**config.mk**
```make
export PLATFORM = sky130hd
export DESIGN_NAME = counter_priority_task_scheduler_flat
export DESIGN_NICKNAME = d
export VERILOG_FILES = /design/src/sv/cpts_pkg.sv /design/src/sv/cpts_if.sv /design/src/sv/cpts_ram.sv /design/src/sv/counter_priority_task_scheduler.sv /design/src/flat_wrapper.sv
export SDC_FILE = /design/constraint.sdc
export NUM_CORES = 2
export LEC_CHECK = 0
export BUFFER_PORTS_ARGS = -buffer_cell sky130_fd_sc_hd__buf_4
export CAP_MARGIN = 20
export CORE_MARGIN = 8
export CORE_UTILIZATION = 51
export DETAILED_ROUTE_END_ITERATION = 12
export PLACE_DENSITY = 0.66
export SETUP_SLACK_MARGIN = 0.15
export SLEW_MARGIN = 15
export SYNTH_ARGS = -nofsm -noshare
export SYNTH_HDL_FRONTEND = slang
export SYNTH_SLANG_ARGS = --single-unit
```
**constraint.sdc**
```tcl
create_clock -name clk_i -period 7 [get_ports clk_i]
set_clock_uncertainty 0.05 [all_clocks]
set_input_delay 1.05 -clock clk_i [delete_from_list [all_inputs] [get_ports clk_i]]
set_output_delay 1.05 -clock clk_i [all_outputs]
set_load 0.01 [all_outputs]
```
**src/sv/cpts_pkg.sv**
```systemverilog
package cpts_pkg;

  localparam int TASK_SLOTS_DEF = 64;

  localparam int CMD_W   = 2;
  localparam int SLOT_W  = 6;
  localparam int STATE_W = 3;
  localparam int PRIO_W  = 7;
  localparam int CNT_W   = 8;

  localparam logic [CMD_W-1:0] CMD_TICK  = 2'd0;
  localparam logic [CMD_W-1:0] CMD_SCHED = 2'd1;
  localparam logic [CMD_W-1:0] CMD_WRITE = 2'd2;
  localparam logic [CMD_W-1:0] CMD_EXIT  = 2'd3;

  localparam logic [STATE_W-1:0] ST_RUNNING = 3'd0;
  localparam logic [STATE_W-1:0] ST_ZOMBIE  = 3'd3;

  localparam logic [PRIO_W-1:0] INIT_PRIO  = 7'd15;
  localparam logic [CNT_W-1:0]  INIT_SLICE = 8'd15;

  typedef struct packed {
    logic               used;
    logic [STATE_W-1:0] state;
    logic [PRIO_W-1:0]  prio;
    logic [CNT_W-1:0]   cnt;
  } entry_t;

  localparam int ENTRY_W = $bits(entry_t);

  function automatic entry_t reset_entry(input logic is_slot0);
    entry_t e;
    e.used  = is_slot0;
    e.state = ST_RUNNING;
    e.prio  = is_slot0 ? INIT_PRIO : '0;
    e.cnt   = is_slot0 ? INIT_SLICE : '0;
    return e;
  endfunction

  function automatic logic [CNT_W-1:0] refill_cnt(input entry_t e);
    logic [CNT_W:0] sum;
    sum = {2'b00, e.cnt[CNT_W-1:1]} + {2'b00, e.prio};
    return sum[CNT_W] ? {CNT_W{1'b1}} : sum[CNT_W-1:0];
  endfunction

endpackage

```
**src/sv/cpts_if.sv**
```systemverilog
interface cpts_in_if;
  logic                         valid;
  logic                         ready;
  logic [cpts_pkg::CMD_W-1:0]   cmd;
  logic [cpts_pkg::SLOT_W-1:0]  slot;
  logic [cpts_pkg::STATE_W-1:0] run_state;
  logic [cpts_pkg::PRIO_W-1:0]  priority_req;
  logic [cpts_pkg::CNT_W-1:0]   start_counter;
  logic                         slot_valid;

  modport source (output valid, cmd, slot, run_state, priority_req, start_counter,
                  slot_valid, input ready);
  modport sink   (input valid, cmd, slot, run_state, priority_req, start_counter,
                  slot_valid, output ready);
endinterface

interface cpts_out_if;
  logic                        valid;
  logic                        ready;
  logic [cpts_pkg::SLOT_W-1:0] current_task;
  logic                        switched;
  logic                        recomputed;
  logic                        none_ready;
  logic [cpts_pkg::CNT_W-1:0]  current_counter;

  modport source (output valid, current_task, switched, recomputed, none_ready,
                  current_counter, input ready);
  modport sink   (input valid, current_task, switched, recomputed, none_ready,
                  current_counter, output ready);
endinterface

```
**src/sv/cpts_ram.sv**
```systemverilog
module cpts_ram #(
  parameter int WIDTH = 8,
  parameter int DEPTH = 64,
  localparam int AW = $clog2(DEPTH)
) (
  input  logic             clk_i,
  input  logic             we_i,
  input  logic [AW-1:0]    waddr_i,
  input  logic [WIDTH-1:0] wdata_i,
  input  logic             re_i,
  input  logic [AW-1:0]    raddr_i,
  output logic [WIDTH-1:0] rdata_o
);

  logic [WIDTH-1:0] mem_q [DEPTH];
  logic [WIDTH-1:0] rdata_q;

  always_ff @(posedge clk_i) begin
    if (we_i) begin
      mem_q[waddr_i] <= wdata_i;
    end
    if (re_i) begin
      rdata_q <= mem_q[raddr_i];
    end
  end

  assign rdata_o = rdata_q;

endmodule

```
**src/sv/counter_priority_task_scheduler.sv**
```systemverilog
// Counter/priority task scheduler.
// in_i carries one command beat: timer tick, schedule request, slot write or
// exit of the current task, with the slot fields used by slot writes.
// out_o returns exactly one beat per command: current task, its counter and
// the switched / recomputed / none_ready flags of the scheduling pass.
// Slot entries live in one synchronous RAM, one entry per slot; a flop per
// slot marks entries written since reset, unwritten ones read as their reset
// value, so no clearing pass is needed after reset.
// One command is worked at a time; in_i.ready is high only when idle.
// A slot write or a plain tick runs no scheduling pass. A pass reads every
// slot through the RAM read port, one per cycle; a schedule request, an exit
// or a tick that ends the slice runs one pass, and a refill adds a second
// pass that writes each used entry back while the next one is read.
// A result waits in the output register while out_o.ready is low; the block
// holds there until the register frees, then becomes ready again.
// Reset (rst_ni low, async) restores slot 0 as the only task with priority
// and counter 15, and makes slot 0 current.
module counter_priority_task_scheduler #(
  parameter int TASK_SLOTS = cpts_pkg::TASK_SLOTS_DEF
) (
  input logic clk_i,
  input logic rst_ni,
  cpts_in_if.sink    in_i,
  cpts_out_if.source out_o
);
  import cpts_pkg::*;

  localparam int IW = $clog2(TASK_SLOTS);
  localparam int CW = IW + 1;

  typedef enum logic [5:0] {
    S_IDLE    = 6'b000001,
    S_CUR_MOD = 6'b000010,
    S_SCAN    = 6'b000100,
    S_DECIDE  = 6'b001000,
    S_FIN_RD  = 6'b010000,
    S_OUT     = 6'b100000
  } state_e;

  state_e state_q, state_d;

  logic [CMD_W-1:0]      cmd_q, cmd_d;
  logic [IW-1:0]         cur_q, cur_d;
  logic [TASK_SLOTS-1:0] written_q, written_d;
  logic [IW-1:0]         rd_addr_q, rd_addr_d;
  logic [CW-1:0]         idx_q, idx_d;
  logic                  pv_q, pv_d;
  logic [IW-1:0]         pidx_q, pidx_d;
  logic                  refill_q, refill_d;
  logic                  found_q, found_d;
  logic [CNT_W-1:0]      best_cnt_q, best_cnt_d;
  logic [IW-1:0]         best_idx_q, best_idx_d;
  logic                  sw_q, sw_d, rec_q, rec_d, none_q, none_d;

  logic                  out_valid_q, out_valid_d;
  logic [SLOT_W-1:0]     out_task_q, out_task_d;
  logic                  out_sw_q, out_sw_d, out_rec_q, out_rec_d, out_none_q, out_none_d;
  logic [CNT_W-1:0]      out_cnt_q, out_cnt_d;

  logic                  ram_we, ram_re;
  logic [IW-1:0]         ram_waddr, ram_raddr;
  entry_t                ram_wdata;
  logic [ENTRY_W-1:0]    ram_rdata;

  entry_t                rd_e;
  entry_t                mod_e;
  logic                  in_acc;
  logic                  slot_in_range;
  logic                  out_free;

  cpts_ram #(
    .WIDTH(ENTRY_W),
    .DEPTH(TASK_SLOTS)
  ) u_ram (
    .clk_i  (clk_i),
    .we_i   (ram_we),
    .waddr_i(ram_waddr),
    .wdata_i(ram_wdata),
    .re_i   (ram_re),
    .raddr_i(ram_raddr),
    .rdata_o(ram_rdata)
  );

  assign rd_e = written_q[rd_addr_q] ? entry_t'(ram_rdata) : reset_entry(rd_addr_q == '0);

  assign in_i.ready    = (state_q == S_IDLE);
  assign in_acc        = in_i.valid && in_i.ready;
  assign slot_in_range = {{(32-SLOT_W){1'b0}}, in_i.slot} < 32'(TASK_SLOTS);
  assign out_free      = !out_valid_q || out_o.ready;

  always_comb begin
    state_d     = state_q;
    cmd_d       = cmd_q;
    cur_d       = cur_q;
    written_d   = written_q;
    rd_addr_d   = rd_addr_q;
    idx_d       = idx_q;
    pv_d        = 1'b0;
    pidx_d      = pidx_q;
    refill_d    = refill_q;
    found_d     = found_q;
    best_cnt_d  = best_cnt_q;
    best_idx_d  = best_idx_q;
    sw_d        = sw_q;
    rec_d       = rec_q;
    none_d      = none_q;
    out_valid_d = out_valid_q && !out_o.ready;
    out_task_d  = out_task_q;
    out_sw_d    = out_sw_q;
    out_rec_d   = out_rec_q;
    out_none_d  = out_none_q;
    out_cnt_d   = out_cnt_q;
    ram_we      = 1'b0;
    ram_re      = 1'b0;
    ram_waddr   = cur_q;
    ram_raddr   = cur_q;
    ram_wdata   = rd_e;
    mod_e       = rd_e;

    case (state_q)
      S_IDLE: begin
        if (in_acc) begin
          cmd_d      = in_i.cmd;
          sw_d       = 1'b0;
          rec_d      = 1'b0;
          none_d     = 1'b0;
          refill_d   = 1'b0;
          found_d    = 1'b0;
          idx_d      = '0;
          case (in_i.cmd)
            CMD_WRITE: begin
              ram_we          = slot_in_range;
              ram_waddr       = IW'(in_i.slot);
              ram_wdata.used  = in_i.slot_valid;
              ram_wdata.state = in_i.run_state;
              ram_wdata.prio  = in_i.priority_req;
              ram_wdata.cnt   = in_i.start_counter;
              if (slot_in_range) begin
                written_d[IW'(in_i.slot)] = 1'b1;
              end
              state_d = S_FIN_RD;
            end
            CMD_SCHED: begin
              state_d = S_SCAN;
            end
            default: begin
              ram_re    = 1'b1;
              rd_addr_d = cur_q;
              state_d   = S_CUR_MOD;
            end
          endcase
        end
      end

      S_CUR_MOD: begin
        ram_we    = 1'b1;
        ram_waddr = cur_q;
        written_d[cur_q] = 1'b1;
        if (cmd_q == CMD_EXIT) begin
          mod_e.state = ST_ZOMBIE;
          state_d     = S_SCAN;
        end else if (rd_e.cnt > 8'd1) begin
          mod_e.cnt = rd_e.cnt - 8'd1;
          state_d   = S_FIN_RD;
        end else begin
          mod_e.cnt = '0;
          state_d   = S_SCAN;
        end
        ram_wdata = mod_e;
      end

      S_SCAN: begin
        if (idx_q < CW'(TASK_SLOTS)) begin
          ram_re    = 1'b1;
          ram_raddr = idx_q[IW-1:0];
          rd_addr_d = idx_q[IW-1:0];
          pidx_d    = idx_q[IW-1:0];
          pv_d      = 1'b1;
          idx_d     = idx_q + CW'(1);
        end else if (!pv_q) begin
          state_d = S_DECIDE;
        end
        if (pv_q) begin
          if (refill_q && rd_e.used) begin
            mod_e.cnt = refill_cnt(rd_e);
            ram_we    = 1'b1;
            ram_waddr = pidx_q;
            ram_wdata = mod_e;
            written_d[pidx_q] = 1'b1;
          end
          if (mod_e.used && mod_e.state == ST_RUNNING &&
              (!found_q || mod_e.cnt > best_cnt_q)) begin
            found_d    = 1'b1;
            best_cnt_d = mod_e.cnt;
            best_idx_d = pidx_q;
          end
        end
      end

      S_DECIDE: begin
        if (found_q && best_cnt_q == '0 && !refill_q) begin
          refill_d = 1'b1;
          rec_d    = 1'b1;
          found_d  = 1'b0;
          idx_d    = '0;
          state_d  = S_SCAN;
        end else if (!found_q || best_cnt_q == '0) begin
          none_d  = 1'b1;
          state_d = S_FIN_RD;
        end else begin
          cur_d   = best_idx_q;
          sw_d    = 1'b1;
          state_d = S_FIN_RD;
        end
      end

      S_FIN_RD: begin
        ram_re    = 1'b1;
        ram_raddr = cur_q;
        rd_addr_d = cur_q;
        state_d   = S_OUT;
      end

      S_OUT: begin
        if (out_free) begin
          out_valid_d = 1'b1;
          out_task_d  = SLOT_W'(cur_q);
          out_sw_d    = sw_q;
          out_rec_d   = rec_q;
          out_none_d  = none_q;
          out_cnt_d   = rd_e.cnt;
          state_d     = S_IDLE;
        end
      end

      default: begin
        state_d = S_IDLE;
      end
    endcase
  end

  always_ff @(posedge clk_i or negedge rst_ni) begin
    if (!rst_ni) begin
      state_q     <= S_IDLE;
      cur_q       <= '0;
      written_q   <= '0;
      pv_q        <= 1'b0;
      out_valid_q <= 1'b0;
    end else begin
      state_q     <= state_d;
      cur_q       <= cur_d;
      written_q   <= written_d;
      pv_q        <= pv_d;
      out_valid_q <= out_valid_d;
    end
  end

  always_ff @(posedge clk_i) begin
    cmd_q      <= cmd_d;
    rd_addr_q  <= rd_addr_d;
    idx_q      <= idx_d;
    pidx_q     <= pidx_d;
    refill_q   <= refill_d;
    found_q    <= found_d;
    best_cnt_q <= best_cnt_d;
    best_idx_q <= best_idx_d;
    sw_q       <= sw_d;
    rec_q      <= rec_d;
    none_q     <= none_d;
    out_task_q <= out_task_d;
    out_sw_q   <= out_sw_d;
    out_rec_q  <= out_rec_d;
    out_none_q <= out_none_d;
    out_cnt_q  <= out_cnt_d;
  end

  assign out_o.valid           = out_valid_q;
  assign out_o.current_task    = out_task_q;
  assign out_o.switched        = out_sw_q;
  assign out_o.recomputed      = out_rec_q;
  assign out_o.none_ready      = out_none_q;
  assign out_o.current_counter = out_cnt_q;

  a_no_rw_same_addr: assert property (@(posedge clk_i) disable iff (!rst_ni)
    ram_we && ram_re |-> ram_waddr != ram_raddr)
    else $error("RAM read and write hit the same entry");

  a_sw_none_excl: assert property (@(posedge clk_i) disable iff (!rst_ni)
    out_o.valid |-> !(out_o.switched && out_o.none_ready))
    else $error("switched and none_ready both set");

  a_sw_cnt_pos: assert property (@(posedge clk_i) disable iff (!rst_ni)
    out_o.valid && out_o.switched |-> out_o.current_counter != '0)
    else $error("switched to a task with an empty slice");

  a_rec_in_pass: assert property (@(posedge clk_i) disable iff (!rst_ni)
    out_o.valid && out_o.recomputed |-> out_o.switched || out_o.none_ready)
    else $error("refill reported outside a scheduling pass");

  a_scan_idle_pipe: assert property (@(posedge clk_i) disable iff (!rst_ni)
    state_q == S_IDLE |-> !pv_q)
    else $error("scan read pending while idle");

endmodule

```
**src/flat_wrapper.sv**
```systemverilog
// flat-port wrapper written by rule: the top's interface ports become plain ports
module counter_priority_task_scheduler_flat import cpts_pkg::*;
#(
  parameter int TASK_SLOTS = cpts_pkg::TASK_SLOTS_DEF
)
  (clk_i, rst_ni, in_i_valid, in_i_cmd, in_i_slot, in_i_run_state, in_i_priority_req, in_i_start_counter, in_i_slot_valid, in_i_ready, out_o_valid, out_o_current_task, out_o_switched, out_o_recomputed, out_o_none_ready, out_o_current_counter, out_o_ready);
  cpts_in_if in_i_i ();
  cpts_out_if out_o_i ();
  input logic clk_i;
  input logic rst_ni;
  input wire logic [$bits(in_i_i.valid)-1:0] in_i_valid;
  input wire logic [$bits(in_i_i.cmd)-1:0] in_i_cmd;
  input wire logic [$bits(in_i_i.slot)-1:0] in_i_slot;
  input wire logic [$bits(in_i_i.run_state)-1:0] in_i_run_state;
  input wire logic [$bits(in_i_i.priority_req)-1:0] in_i_priority_req;
  input wire logic [$bits(in_i_i.start_counter)-1:0] in_i_start_counter;
  input wire logic [$bits(in_i_i.slot_valid)-1:0] in_i_slot_valid;
  output wire logic [$bits(in_i_i.ready)-1:0] in_i_ready;
  output wire logic [$bits(out_o_i.valid)-1:0] out_o_valid;
  output wire logic [$bits(out_o_i.current_task)-1:0] out_o_current_task;
  output wire logic [$bits(out_o_i.switched)-1:0] out_o_switched;
  output wire logic [$bits(out_o_i.recomputed)-1:0] out_o_recomputed;
  output wire logic [$bits(out_o_i.none_ready)-1:0] out_o_none_ready;
  output wire logic [$bits(out_o_i.current_counter)-1:0] out_o_current_counter;
  input wire logic [$bits(out_o_i.ready)-1:0] out_o_ready;
  assign in_i_i.valid = in_i_valid;
  assign in_i_i.cmd = in_i_cmd;
  assign in_i_i.slot = in_i_slot;
  assign in_i_i.run_state = in_i_run_state;
  assign in_i_i.priority_req = in_i_priority_req;
  assign in_i_i.start_counter = in_i_start_counter;
  assign in_i_i.slot_valid = in_i_slot_valid;
  assign in_i_ready = in_i_i.ready;
  assign out_o_valid = out_o_i.valid;
  assign out_o_current_task = out_o_i.current_task;
  assign out_o_switched = out_o_i.switched;
  assign out_o_recomputed = out_o_i.recomputed;
  assign out_o_none_ready = out_o_i.none_ready;
  assign out_o_current_counter = out_o_i.current_counter;
  assign out_o_i.ready = out_o_ready;
  counter_priority_task_scheduler #(.TASK_SLOTS(TASK_SLOTS)) u_core (.clk_i(clk_i), .rst_ni(rst_ni), .in_i(in_i_i), .out_o(out_o_i));
endmodule
```
==> results_dict.tcl <==
set metrics [dict create \
    status "finished clean" \
    ys_warn_count 0 \
    ys_ff_latch 1369 \
    timing.final.crit_share 0.905 \
    synth_xor_area_frac 0.00187 \
    stdcell_count 4749 \
    drt-wirelength-per-cell_um 30.6 \
    critPathLaunchType "register" \
    synth_compound_area_frac 0.0459 \
    clock-sinks 1369 \
    syn_inst 3072 \
    drive_above_1_share 0.248 \
    startpoint "u_core.rd_addr_q[2]$_DFFE_PP_" \
    intPower_mw 16.7 \
    grt_overflow 0 \
    antenna_left 0 \
    report.final.setup_viol 0 \
    drt_iter0_markers 3318 \
    globalplace.congestion 0.927 \
    grt_pass1_wl_um 212000 \
    portBuffers 49 \
    syn2layout_area_growth_pct 13.2 \
    drcViolationCount 0 \
    die_area_um2 121000 \
    swShare 0.310 \
    row_count 121 \
    worst_slew_pin_slew_ns 1.16 \
    worstPathMaxFanout 20 \
    ioPinCount 50 \
    place_ws_ns 0.428 \
    path_cells "mux2_2, a221oi_1, o211a_1, or3_1, nand2_1, buf_4, a21o_1, ha_1, fa_1, a21oi_1, nor2_1, nor2_1, o21bai_1, a21oi_1, xnor2_1, mux2i_1, inv_1, ha_1, nand3_1, a21oi_1, o31ai_1, a21oi_1, nor3b_4" \
    clockPowerShare 0.288 \
    end_kind "register" \
    grt_max_degree 115 \
    routed_via_density 6.43 \
    cts_tree "yes" \
    cp_slowest_cell "edfxtp_1" \
    cts.clk_slew.worst_paths_ns 0.06 \
    peakVddDrop_mv 0.355 \
    hold_buffers 0 \
    synth_top_family_by_area "multiplexers" \
    fmax_mhz 158 \
    dp_cells 4498 \
    drt_pass1_iterations 8 \
    period_minus_slack_ns 6.33 \
    synthDistinctLibCells 82 \
    path_class "reg -> reg" \
    cp_common_cell "a21oi_1" \
    htree_levels 4 \
    cp.required_ns 7.30 \
    max_stage_delay_ns 0.79 \
    numCtsBuffers 138 \
    power.density_nw_per_um2 383 \
    comb_power_share 0.247 \
    p_sw_mw 7.54 \
    ys_seq_area_frac 0.726 \
    insertion_delay_ns 0.73 \
    seq_power_share 0.465 \
    grt_setup_unrepaired "no" \
    cts_root_buf "clkbuf_16" \
    dieHeight_um 348 \
    cts_max_path_buffers 3 \
    power_mw 24.3 \
    cts_resized 0 \
    timing.rr.start "u_core.rd_addr_q[2]$_DFFE_PP_" \
    cp.arrival_ns 6.64 \
    grt.total_usage 0.238 \
    synth-simple-area-share 0.0590 \
    worst-path-buf-inv 2 \
    floorplan.initialDensity 0.514 \
    vias 30500 \
    synth-edff-count 1291 \
    syn_nets 3124 \
    syn_area_per_cell_um2 18.2 \
    post_dp_cell_area_um2 59100 \
    nNetsFinal 3279 \
    core_region_area_um2 109000 \
    synth-main-ff-cell "edfxtp_1" \
    final_util 0.582 \
    hold-worst-slack_ns 0.206 \
    netlist_area_um2 56100 \
    synthAdderAreaFrac 0.00482 \
    fp.dieW_um 348 \
    static-leakage-power_nw 21.5 \
    synthArstFlopShare 0.0570 \
    fin_tns_setup_ns 0 \
    path_delay_family "compound AO/OA/AOI/OAI gates" \
    fin_ws_ns 0.667 \
    relSlewSlack 0.220 \
    antenna_found_initial 1 \
    grt_pass1_vias 30900 \
    dpl.hpwl_um 87600 \
    routed_wl_um 145000 \
    hold_class "in -> async" \
    drv_cap 0 \
    maxSlewViolCount 0 \
    synth.area.mux_share 0.145 \
    finalHoldViolations 0 \
    design_area_um2 63400 \
    post_cts_buffers 0 \
]
-- worst reg2reg max path, delay by kind of cell (launching register included) --
family	cells	cell delay (ns)
muxes	2	0.59
AOI/OAI and AO/OA	9	1.73
buffers and inverters	2	0.36
adders and majority gates	3	0.98
xor gates and xnor gates	1	0.08
DFF	1	0.79
and+or+nand+nor	6	1.38
-- layout by cell type (no fill, tap or decap), types with 34 or more instances in the layout --
cell type	n
o21ai_0	53
clkbuf_16	143
o21bai_1	56
clkinv_1	34
edfxtp_1	1291
a21oi_1	46
inv_1	40
nand3_1	70
nor2_1	58
nand2_1	345
nor3_2	48
mux4_2	313
buf_4	179
mux2i_1	77
dfrtp_1	77
-- routing by layer --
layer / vias up / GRT usage / wire length (µm)
met2: 1407 / 0.387 / 70400
met1: 16100 / 0.323 / 57700
met3: 289 / 0.0397 / 11100
li1: 12800 / - / -
met5: - / 0 / 0
met4: 0 / 0.0965 / 6150
-- sequential cells by signal, summed over array words and instances (netlist names), 2 cells and up --
name	count
u_core.state_q	6
u_core.written_q	64
u_core.rd_addr_q	6
u_core.cmd_q	2
u_core.u_ram.rdata_o	19
u_core.cur_q	6
u_core.best_cnt_q	8
u_core.idx_q	7
u_core.best_idx_q	6
u_core.out_o.current_counter	8
u_core.pidx_q	6
u_core.u_ram.mem_q	1216
u_core.out_o.current_task	6
-- power groups by stage --
stage | sequential (mW) | clock, mW | combinational, mW
after global placement | 11.4 | 0 | 5.76
after CTS | 11.3 | 7.11 | 5.98
final | 11.3 | 6.99 | 5.99
after detailed placement | 11.5 | 0 | 5.97
after global routing | 11.3 | 7.40 | 6.39
after floorplan | 11.5 | 0 | 3.42
-- cell families after synthesis --
family | count (synthesis)
fa+ha+maj | 21
compound gates | 342
xor+xnor | 12
flops | 1369
mux | 418
simple gates | 690
buf+inv | 220
-- worst paths after layout --
| check | depth (start not counted) | slack (ns) | end |
|---|---|---|---|
| min | 1 | 0.21 | u_core.written_q[43]$_DFFE_PN0P_ |
| max reg2reg | 23 | 0.67 | u_core.best_cnt_q[7]$_DFFE_PP_ |
| min in group clk_i | 0 | 0.38 | u_core.out_o.switched$_DFFE_PP_ |
| max in group asynchronous | 2 | 6.05 | u_core.state_q[0]$_DFFE_PN1P_ |
| min reg2reg | 0 | 0.38 | u_core.out_o.switched$_DFFE_PP_ |
| max | 23 | 0.67 | u_core.best_cnt_q[7]$_DFFE_PP_ |
-- cell usage after synthesis, drive strengths merged (11+ instances only) --
library cell / count / area, µm²
nand3b: 25 / 188
mux2i: 82 / 833
a21oi: 50 / 250
nor3: 82 / 497
ha: 20 / 250
nor2: 70 / 263
dfrtp: 77 / 1930
a222oi: 22 / 220
clkbuf: 97 / 364
o21ai: 55 / 275
edfxtp: 1291 / 38800
nand2: 346 / 1300
and3: 12 / 75.1
buf: 82 / 425
o21bai: 56 / 420
nand3: 76 / 410
o31ai: 11 / 92.6
mux4: 313 / 7050
and2: 12 / 75.1
a22o: 12 / 105
a32oi: 20 / 175
a221oi: 17 / 155
inv: 40 / 150
mux2: 23 / 263
nor3b: 18 / 135
o221ai: 25 / 219
-- layout make-up --
type,instances,area [µm²]
multi-input cells,1483,14900
diodes,1,2.50
clock inverters,77,573
repair buffers,194,1640
fillers,8019,45600
clock buffers,170,3700
inverters,41,154
well taps,1414,1770
flip-flops and latches,1369,40700
No activity file was read; power rests on OpenSTA's default activity.
